## config.mk

```make
export PLATFORM = sky130hd
export DESIGN_NAME = free_list_slot_allocator_unit_flat
export DESIGN_NICKNAME = d
export VERILOG_FILES = /design/src/sv/fla_pkg.sv /design/src/sv/fla_req_if.sv /design/src/sv/fla_rsp_if.sv /design/src/sv/fla_ram.sv /design/src/sv/fla_controller.sv /design/src/sv/fla_datapath.sv /design/src/sv/free_list_slot_allocator_unit.sv /design/src/flat_wrapper.sv
export SDC_FILE = /design/constraint.sdc
export NUM_CORES = 2
export LEC_CHECK = 0
export BUFFER_PORTS_ARGS = -buffer_cell sky130_fd_sc_hd__buf_4
export CORE_MARGIN = 2
export CORE_UTILIZATION = 53
export DETAILED_ROUTE_END_ITERATION = 12
export PLACE_DENSITY = 0.64
export RECOVER_POWER = 25
export SKIP_LAST_GASP = 1
export SLEW_MARGIN = 20
export SYNTH_ARGS = -nofsm -noshare
export SYNTH_HDL_FRONTEND = slang
export SYNTH_SLANG_ARGS = --single-unit
```

## constraint.sdc

```tcl
create_clock -name clock -period 16.9 [get_ports clock]
set_input_delay 1.69 -clock clock [delete_from_list [all_inputs] [get_ports clock]]
set_output_delay 1.69 -clock clock [all_outputs]
set_load 0.02 [all_outputs]
```

## src/sv/fla_pkg.sv

```systemverilog
package fla_pkg;

   localparam int SLOTS   = 256;
   localparam int SLOT_W  = 8;
   localparam int COUNT_W = 9;

   localparam logic KIND_ALLOC = 1'b0;
   localparam logic KIND_FREE  = 1'b1;

   typedef enum logic [1:0] {
      STATUS_OK       = 2'd0,
      STATUS_NO_SLOT  = 2'd1,
      STATUS_BAD_FREE = 2'd2
   } status_code_type;

   typedef enum logic {
      STATE_IDLE,
      STATE_LOOKUP
   } state_type;

   typedef struct packed {
      logic accept;
      logic lookup_done;
   } cmd_type;

   typedef struct packed {
      logic alloc_pop;
      logic rsp_busy;
   } dp_flags_type;

endpackage

```

## src/sv/fla_req_if.sv

```systemverilog
interface fla_req_if;
   logic                       valid;
   logic                       ready;
   logic                       kind;
   logic [fla_pkg::SLOT_W-1:0] slot_index;

   modport source (output valid, output kind, output slot_index, input ready);
   modport sink (input valid, input kind, input slot_index, output ready);
endinterface

```

## src/sv/fla_rsp_if.sv

```systemverilog
interface fla_rsp_if;
   logic                        valid;
   logic                        ready;
   logic [fla_pkg::SLOT_W-1:0]  granted_slot;
   logic [1:0]                  status;
   logic [fla_pkg::COUNT_W-1:0] used_count;

   modport source (output valid, output granted_slot, output status, output used_count,
                   input ready);
   modport sink (input valid, input granted_slot, input status, input used_count,
                 output ready);
endinterface

```

## src/sv/fla_ram.sv

```systemverilog
module fla_ram #(
   parameter int WIDTH = 8,
   parameter int DEPTH = 256
) (
   input  logic                     clock,
   input  logic                     wr_en,
   input  logic [$clog2(DEPTH)-1:0] wr_addr,
   input  logic [WIDTH-1:0]         wr_data,
   input  logic [$clog2(DEPTH)-1:0] rd_addr,
   output logic [WIDTH-1:0]         rd_data
);

   logic [WIDTH-1:0] mem_ff [DEPTH];
   logic [WIDTH-1:0] rd_data_ff;

   always_ff @(posedge clock) begin
      if (wr_en) begin
         mem_ff[wr_addr] <= wr_data;
      end
      rd_data_ff <= mem_ff[rd_addr];
   end

   assign rd_data = rd_data_ff;

endmodule

```

## src/sv/fla_controller.sv

```systemverilog
module fla_controller (
   input  logic                  clock,
   input  logic                  reset,
   input  logic                  req_valid,
   output logic                  req_ready,
   input  fla_pkg::dp_flags_type flags,
   output fla_pkg::cmd_type      cmd
);
   import fla_pkg::*;

   state_type state_ff;
   state_type state_in;

   always_ff @(posedge clock) begin
      if (reset) begin
         state_ff <= STATE_IDLE;
      end else begin
         state_ff <= state_in;
      end
   end

   always_comb begin
      state_in  = state_ff;
      cmd       = '0;
      req_ready = 1'b0;
      unique case (state_ff)
         STATE_IDLE: begin
            req_ready = !flags.rsp_busy;
            if (req_valid && !flags.rsp_busy) begin
               cmd.accept = 1'b1;
               if (flags.alloc_pop) begin
                  state_in = STATE_LOOKUP;
               end
            end
         end
         STATE_LOOKUP: begin
            cmd.lookup_done = 1'b1;
            state_in        = STATE_IDLE;
         end
         default: begin
            state_in = STATE_IDLE;
         end
      endcase
   end

endmodule

```

## src/sv/fla_datapath.sv

```systemverilog
module fla_datapath (
   input  logic                         clock,
   input  logic                         reset,
   input  fla_pkg::cmd_type             cmd,
   output fla_pkg::dp_flags_type        flags,
   input  logic                         kind,
   input  logic [fla_pkg::SLOT_W-1:0]   slot_index,
   output logic                         rsp_valid,
   input  logic                         rsp_ready,
   output logic [fla_pkg::SLOT_W-1:0]   granted_slot,
   output logic [1:0]                   status,
   output logic [fla_pkg::COUNT_W-1:0]  used_count
);
   import fla_pkg::*;

   logic [SLOT_W-1:0]  head_ff;
   logic [SLOT_W-1:0]  head_in;
   logic [COUNT_W-1:0] in_use_ff;
   logic [COUNT_W-1:0] in_use_in;
   logic [SLOTS-1:0]   link_valid_ff;
   logic               lookup_valid_ff;
   logic               rsp_valid_ff;
   logic [SLOT_W-1:0]  granted_ff;
   logic [SLOT_W-1:0]  granted_in;
   status_code_type    status_ff;
   status_code_type    status_in;
   logic [COUNT_W-1:0] used_ff;
   logic [SLOT_W-1:0]  link_rd_data;
   logic [SLOT_W-1:0]  head_succ;
   logic               alloc_pop;
   logic               free_push;
   logic               link_wr_en;

   assign alloc_pop  = (kind == KIND_ALLOC) && (in_use_ff != COUNT_W'(SLOTS));
   assign free_push  = (kind == KIND_FREE) && (in_use_ff != '0)
                       && ({1'b0, slot_index} < COUNT_W'(SLOTS));
   assign link_wr_en = cmd.accept && free_push;
   assign head_succ  = (head_ff == SLOT_W'(SLOTS - 1)) ? '0 : head_ff + 1'b1;

   fla_ram #(
      .WIDTH(SLOT_W),
      .DEPTH(SLOTS)
   ) u_link_ram (
      .clock  (clock),
      .wr_en  (link_wr_en),
      .wr_addr(slot_index),
      .wr_data(head_ff),
      .rd_addr(head_ff),
      .rd_data(link_rd_data)
   );

   always_comb begin
      head_in    = head_ff;
      in_use_in  = in_use_ff;
      granted_in = '0;
      status_in  = STATUS_OK;
      if (cmd.lookup_done) begin
         head_in = lookup_valid_ff ? link_rd_data : head_succ;
      end
      if (cmd.accept) begin
         if (kind == KIND_ALLOC) begin
            if (alloc_pop) begin
               granted_in = head_ff;
               in_use_in  = in_use_ff + 1'b1;
            end else begin
               status_in = STATUS_NO_SLOT;
            end
         end else begin
            if (free_push) begin
               head_in   = slot_index;
               in_use_in = in_use_ff - 1'b1;
            end else begin
               status_in = STATUS_BAD_FREE;
            end
         end
      end
   end

   always_ff @(posedge clock) begin
      if (reset) begin
         head_ff       <= '0;
         in_use_ff     <= '0;
         link_valid_ff <= '0;
         rsp_valid_ff  <= 1'b0;
      end else begin
         head_ff   <= head_in;
         in_use_ff <= in_use_in;
         if (link_wr_en) begin
            link_valid_ff[slot_index] <= 1'b1;
         end
         if (cmd.accept) begin
            rsp_valid_ff <= 1'b1;
         end else if (rsp_ready) begin
            rsp_valid_ff <= 1'b0;
         end
      end
   end

   always_ff @(posedge clock) begin
      lookup_valid_ff <= link_valid_ff[head_ff];
      if (cmd.accept) begin
         granted_ff <= granted_in;
         status_ff  <= status_in;
         used_ff    <= in_use_in;
      end
   end

   assign flags.alloc_pop = alloc_pop;
   assign flags.rsp_busy  = rsp_valid_ff && !rsp_ready;
   assign rsp_valid       = rsp_valid_ff;
   assign granted_slot    = granted_ff;
   assign status          = status_ff;
   assign used_count      = used_ff;

endmodule

```

## src/sv/free_list_slot_allocator_unit.sv

```systemverilog
// Each request gives one response beat, registered and valid the cycle after acceptance.
// A free or any rejected request occupies the unit in the idle state alone; a successful
// allocate adds the lookup state, as the head's link comes from the registered RAM read.
// A new request is taken only when the response register is empty or its beat leaves then.
// Reset is synchronous and active high; per-entry valid flags make the link RAM read as its
// initial chain at once, so no clearing pass follows reset.
module free_list_slot_allocator_unit (
   input logic      clock,
   input logic      reset,
   fla_req_if.sink  req_bus,
   fla_rsp_if.source rsp_bus
);
   import fla_pkg::*;

   cmd_type      cmd;
   dp_flags_type flags;

   fla_controller u_controller (
      .clock    (clock),
      .reset    (reset),
      .req_valid(req_bus.valid),
      .req_ready(req_bus.ready),
      .flags    (flags),
      .cmd      (cmd)
   );

   fla_datapath u_datapath (
      .clock       (clock),
      .reset       (reset),
      .cmd         (cmd),
      .flags       (flags),
      .kind        (req_bus.kind),
      .slot_index  (req_bus.slot_index),
      .rsp_valid   (rsp_bus.valid),
      .rsp_ready   (rsp_bus.ready),
      .granted_slot(rsp_bus.granted_slot),
      .status      (rsp_bus.status),
      .used_count  (rsp_bus.used_count)
   );

endmodule

```

## src/flat_wrapper.sv

```systemverilog
// flat-port wrapper written by rule: the top's interface ports become plain ports
module free_list_slot_allocator_unit_flat import fla_pkg::*;
  (clock, reset, req_bus_valid, req_bus_kind, req_bus_slot_index, req_bus_ready, rsp_bus_valid, rsp_bus_granted_slot, rsp_bus_status, rsp_bus_used_count, rsp_bus_ready);
  fla_req_if req_bus_i ();
  fla_rsp_if rsp_bus_i ();
  input logic clock;
  input logic reset;
  input wire logic [$bits(req_bus_i.valid)-1:0] req_bus_valid;
  input wire logic [$bits(req_bus_i.kind)-1:0] req_bus_kind;
  input wire logic [$bits(req_bus_i.slot_index)-1:0] req_bus_slot_index;
  output wire logic [$bits(req_bus_i.ready)-1:0] req_bus_ready;
  output wire logic [$bits(rsp_bus_i.valid)-1:0] rsp_bus_valid;
  output wire logic [$bits(rsp_bus_i.granted_slot)-1:0] rsp_bus_granted_slot;
  output wire logic [$bits(rsp_bus_i.status)-1:0] rsp_bus_status;
  output wire logic [$bits(rsp_bus_i.used_count)-1:0] rsp_bus_used_count;
  input wire logic [$bits(rsp_bus_i.ready)-1:0] rsp_bus_ready;
  assign req_bus_i.valid = req_bus_valid;
  assign req_bus_i.kind = req_bus_kind;
  assign req_bus_i.slot_index = req_bus_slot_index;
  assign req_bus_ready = req_bus_i.ready;
  assign rsp_bus_valid = rsp_bus_i.valid;
  assign rsp_bus_granted_slot = rsp_bus_i.granted_slot;
  assign rsp_bus_status = rsp_bus_i.status;
  assign rsp_bus_used_count = rsp_bus_i.used_count;
  assign rsp_bus_i.ready = rsp_bus_ready;
  free_list_slot_allocator_unit u_core (.clock(clock), .reset(reset), .req_bus(req_bus_i), .rsp_bus(rsp_bus_i));
endmodule
```

; Word level (Yosys, flattened, before mapping)
; Memory sizes are Yosys's and may differ from the RTL's. A register that Yosys moved wholly into a read port is not among the register bits.
; Index checks and enable logic that the tools add are counted.
[word_totals]
mem_bits_rw = 2048
memories = 1
input_bits = 13
ff_bits = 295
output_inout_bits = 21
[mem_list]
columns = name, depth, word_bits, read_ports, rd_ports_with_merged_regs, wr, line_no
row1 = u_core.u_datapath.u_link_ram.mem_ff, 256, 8, 1, 1, 1, fla_ram.sv:13  ; logic [WIDTH-1:0] mem_ff [DEPTH];
[op_classes]
n_mux = 28
bitwise = 4
n_reduce_logical = 11
order_cmp = 3
eq_ne = 2
addsub = 3
[ops]
columns = cell, count
row1 = OR 256 bit, 1
row2 = 2-to-1 mux 8 bit, 6
row3 = 2-to-1 mux 9 bit, 4
row4 = "less-than comparator 8 x 9 -> 1 bit, second input constant", 2
row5 = 2-to-1 mux 1 bit, 13
row6 = "adder 9 x 1 -> 9 bit, second input constant", 1
row7 = "!= test 9 bit, second input constant", 1
row8 = nonzero test 9 bit, 1
row9 = "subtractor 9 x 1 -> 9 bit, second input constant", 1
row10 = "adder 8 x 1 -> 8 bit, second input constant", 1
row11 = binary-select mux 1 bit (select 8 bit), 1
row12 = demux 1 bit (select 8 bit), 1
row13 = "equality test 8 bit, second input constant", 1
row14 = "greater-or-equal comparator 8 x 1 -> 1 bit, second input constant", 1
row15 = logical AND 1 bit, 6
row16 = 2-to-1 mux 2 bit, 2
row17 = inverter 1 bit, 3
row18 = zero test 1 bit, 2
row19 = one-hot mux 1 bit (2 select lines), 1
row20 = nonzero test 2 bit, 1
row21 = OR reduction 2 bit, 1

; Logic depth before layout (Yosys ltp)
[depth]
ltp_word = 9
depth_mapped = 13

; Hierarchy
; Synthesis repeated with hierarchy kept, for this count alone.
[hier_totals]
cells_unflattened = 5023
hier_area_um2 = 91636.6
[by_module_without_submodules]
columns = mod, area_each_um2, n_inst, cells_each, seq_area_each_um2
row1 = fla_ram, 79556.3, 1, 3733, 61659.1
row2 = fla_datapath, 12027.8, 1, 1285, 6075.8
row3 = fla_controller, 52.6, 1, 5, 20.0

; Least setup slack after synthesis
; OpenSTA, ideal clock, no wires.
[synth_timing]
path_kind = reg-to-reg
from = reg u_core.u_datapath.head_ff[1]
to = reg u_core.u_datapath.u_link_ram.rd_data_ff[0] (netlist: u_core.u_datapath.u_link_ram.rd_data[0]) (read register of u_core.u_datapath.u_link_ram.mem_ff)
path_slack_ns = 11.038
setup_ns = 0.131
synth_period_minus_slack_ns = 5.862
stages_incl_launch_ff = 9
t_arrival_ns = 5.731
path_buffers = 3
required_time_ns = 16.769
cell_sequence = dfxtp_1 > buf_2 > buf_2 > clkbuf_1 > mux4_2 > a221oi_1 > o21ai_0 > nor4_1 > o31ai_1
[synth_lines]
columns = item, line_no
row1 = "start, declared", fla_datapath.sv:16  ; logic [SLOT_W-1:0] head_ff;
row2 = "start signal, assigned", fla_datapath.sv:86  ; head_ff <= head_in;
row3 = "end, declared", fla_ram.sv:14  ; logic [WIDTH-1:0] rd_data_ff;

==> impl_metrics.toml <==
[sta]
fin_tns_setup_ns = 0
timing.slew.headroom = -3.198
setup_violations = 0
timing_worst_slew_pin_value_ns = 6.297
fin_crit_sh = 0.6189
whs_ns = 0.4618
min_period_ns = 10.46
fin_skew_ns = 0.04329
max_freq_ghz = 0.09561
grt_setup_unrepaired = "false"
hold_viol_final = 0
maxSlewViolCount = 1546

[drt]
drc_errors = 0
routed_wl_mm = 241.5
drt_iter0_markers = 6356
vias = 48929
drtPass1Iterations = 9
via_per_inst = 6.399
ant_nets = 0
routedWlPerCell_um = 31.59

[synth]
syn_area_sq_mm = 0.09140
ys_seq_area_frac = 0.7413
yosysWarnings = 0
ys.flop_type = "edfxtp_1"
syn_nets = 5097
syn-mean-instance-area_sq_um = 17.99
synthCells = 5081
ys_types = 70
ys_ff_latch = 2351
async_reset_ff_frac = 0
synth_edf_count = 2067

[worst_setup_path]
critPathCaptureType = "flop"
worstPathArrival_ns = 11.26
rrSetupSlack_ns = 6.44
cp_common_cell = "clkbuf_1"
start_kind = "flop"
slowest_stage = "clkbuf_1"
rr_worst_depth = 8
cpPeakStageDelay_ns = 4.54
path_max_fanout = 110
path_cells = "clkbuf_1 > clkbuf_1 > mux4_2 > o21ai_0 > a211oi_1 > nor3_1 > o31ai_1 > a32o_1"
crit_type = "flop to flop"
reg2reg_from = "u_core.u_datapath.head_ff[1]"
worst_ep_required_time_ns = 17.70
r2r-end = "u_core.u_datapath.u_link_ram.rd_data[7]"

[floorplan]
rows = 152
core_sq_mm = 0.1715
dieArea_sq_mm = 0.1758
die_x_um = 419.3
start_util = 0.5328
io-pin-count = 34
die_y_um = 419.3

[worst_hold_path]
whs_endpoint = "u_core.u_datapath.link_valid_ff[186]"
hold_class = "flop to flop"
hold_depth = 2
min-delay-start = "u_core.u_datapath.link_valid_ff[186]"

[final_layout]
final_common_cell = "edfxtp_1"
multi_input_area_sq_mm = 0.02191
final_cell_mix = "2067 x edfxtp_1, 702 x nor2_1, 468 x mux4_2, 284 x dfxtp_1, 235 x mux2i_1"
drive_gt1_frac = 0.1896
nets = 5144
nFillCells = 12610
stdcell_area_sq_mm = 0.1016
seq_area_sq_mm = 0.06776
final_core_util = 0.5924
area_growth_pct = 11.20

[pwr]
switching_share = 0.2495
power_frac_clock = 0.393
power_density_mw_per_mm2 = 133.0
power_frac_seq = 0.490
p_switching_mw = 3.373
ir_drop_mv = 0.1057
pwr-share-comb = 0.117
cellLeakagePower_nw = 31.85
p_int_mw = 10.14

[cts]
cts.sinks = 2351
cts_tree = "yes"
cts-root-buf = "clkbuf_16"
cts.clk_slew.worst_paths_ns = 0.06
numCtsBuffers = 226
post_cts_buffers = 0
cts.path.max_buffers = 3
postCtsHoldBufs = 0
cts_resized = 0
cts.htree.levels = 4
clock_latency_ns = 0.88

[status]
status = "complete, but fails checks"
violations = "capacitance limit, slew limit"

[place]
place_hpwl_mm = 145.2
io_buffers = 33
place_area_sq_mm = 0.09383
finalWeightedCongestion = 0.8886

[grt]
grt_pass1_vias = 47159
grt_first_pass_wirelength_mm = 345.7
grt_use_total = 0.2759
antenna_found_initial = 9
grt_max_degree = 135
overflow = 0

[run]
maxCapViolCount = 29
worst max-delay path by stage:
stage	from	endpoint	slack, ns	cells past startpoint
2_1_floorplan	u_core.u_datapath.head_ff[1]	u_core.u_datapath.u_link_ram.rd_data[0]	11.04	8
3_3_place_gp	rsp_bus_ready	u_core.u_datapath.u_link_ram.mem_ff[33][1]	10.70	9
3_5_place_dp	rsp_bus_ready	u_core.u_datapath.u_link_ram.mem_ff[173][4]	10.59	9
4_1_cts	u_core.u_datapath.head_ff[0]	u_core.u_datapath.u_link_ram.rd_data[0]	11.46	9
5_1_grt	u_core.u_datapath.head_ff[1]	u_core.u_datapath.u_link_ram.rd_data[7]	6.09	8
6_report	u_core.u_datapath.head_ff[1]	u_core.u_datapath.u_link_ram.rd_data[7]	6.44	8
registers in the layout, indices dropped and copies added, names as in the netlist:
register and cells:
u_core.u_datapath.used_count 9, u_core.u_datapath.in_use_ff 9, u_core.u_datapath.rsp_valid 1, u_core.u_datapath.link_valid_ff 256, u_core.u_controller.state_ff 1, u_core.u_datapath.u_link_ram.mem_ff 2048
u_core.u_datapath.status 2, u_core.u_datapath.head_ff 8, u_core.u_datapath.granted_slot 8, u_core.u_datapath.lookup_valid_ff 1, u_core.u_datapath.u_link_ram.rd_data 8
worst max-delay path, delay by kind of cell (launching register included):
family	cells	cell delay, ns
DFF	1	1.26
buffers and inverters	2	6.15
muxes	1	1.01
and+or+nand+nor	1	0.31
AOI/OAI and AO/OA	4	1.60
synth_stat cells (8+ instances only):
master	instances	share of area
a211oi_1	13	0.0011
a21oi_1	229	0.013
a221o_1	29	0.0032
a221oi_1	60	0.0057
a22o_1	10	0.00096
a22oi_1	71	0.0058
a311oi_1	8	0.00077
a31oi_1	14	0.00096
and2_0	8	0.00055
and2_1	18	0.0012
and3_1	11	0.00075
buf_1	14	0.00057
buf_2	63	0.0034
buf_4	23	0.0019
buf_6	47	0.0058
clkbuf_1	173	0.0071
dfxtp_1	284	0.062
edfxtp_1	2067	0.68
mux2_2	32	0.0039
mux2i_1	235	0.026
mux4_2	468	0.12
nand2_1	113	0.0046
nand2b_1	18	0.0012
nand3_1	21	0.0011
nand4_1	18	0.0012
nor2_1	704	0.029
nor2b_1	25	0.0017
nor3_1	48	0.0026
nor4_1	14	0.00096
o211ai_1	12	0.00099
o21ai_0	63	0.0034
o221ai_1	11	0.0011
o22ai_1	43	0.0029
o31ai_1	26	0.0021
power by group through the flow:
stage          Sequential (mW)  Clock (mW)  Combinational, mW
6_report                  6.62        5.32               1.58
5_1_grt                   6.62        5.59               1.66
4_1_cts                   6.60        5.37               1.56
3_5_place_dp              6.72           0               1.56
3_3_place_gp              6.72           0               1.54
2_1_floorplan             6.83           0              0.856
area by class of cell:
class                      count  area share
antenna                        5   0.0001231
clock buffer                 299     0.05964
clock inverter               132     0.01796
inverter                      10   0.0004063
multi-input combinational   2394      0.2156
sequential                  2351      0.6667
tap                         2310     0.02844
timing repair buffer         145     0.01112
through the flow:
step	cells	power, mW	setup slack, ns
final	7646	13.52	6.441
after global routing	7642	13.87	6.089
after CTS	7640	13.53	11.46
after detailed placement	7209	8.280	10.59
after global placement	7209	8.262	10.70
after floorplan	5081	7.688	11.04
per-layer routing:
| layer | part of all wire | vias to the layer above | global-route usage |
|---|---|---|---|
| met1 | 0.40 | 25489 | 0.3937 |
| met2 | 0.47 | 2609 | 0.4195 |
| met3 | 0.098 | 416 | 0.06607 |
| met5 | 0.000083 | - | 0 |
| met4 | 0.036 | 4 | 0.09663 |
| li1 | - | 20411 | - |
cells by family (layout without fill, tap and decap cells):
kind of cell | count (synthesis) | count (layout) | synth area share
xor gates and xnor gates | 7 | 7 | 0.0006708
adders and majority gates | 3 | 3 | 0.0004107
DFF | 2351 | 2351 | 0.7413
muxes | 735 | 735 | 0.1450
buffers and inverters | 336 | 586 | 0.02032
AOI/OAI and AO/OA | 627 | 627 | 0.04529
other | 0 | 5 | 0
and+or+nand+nor | 1022 | 1022 | 0.04698
Note: power is estimated with default switching activity, not from simulation.
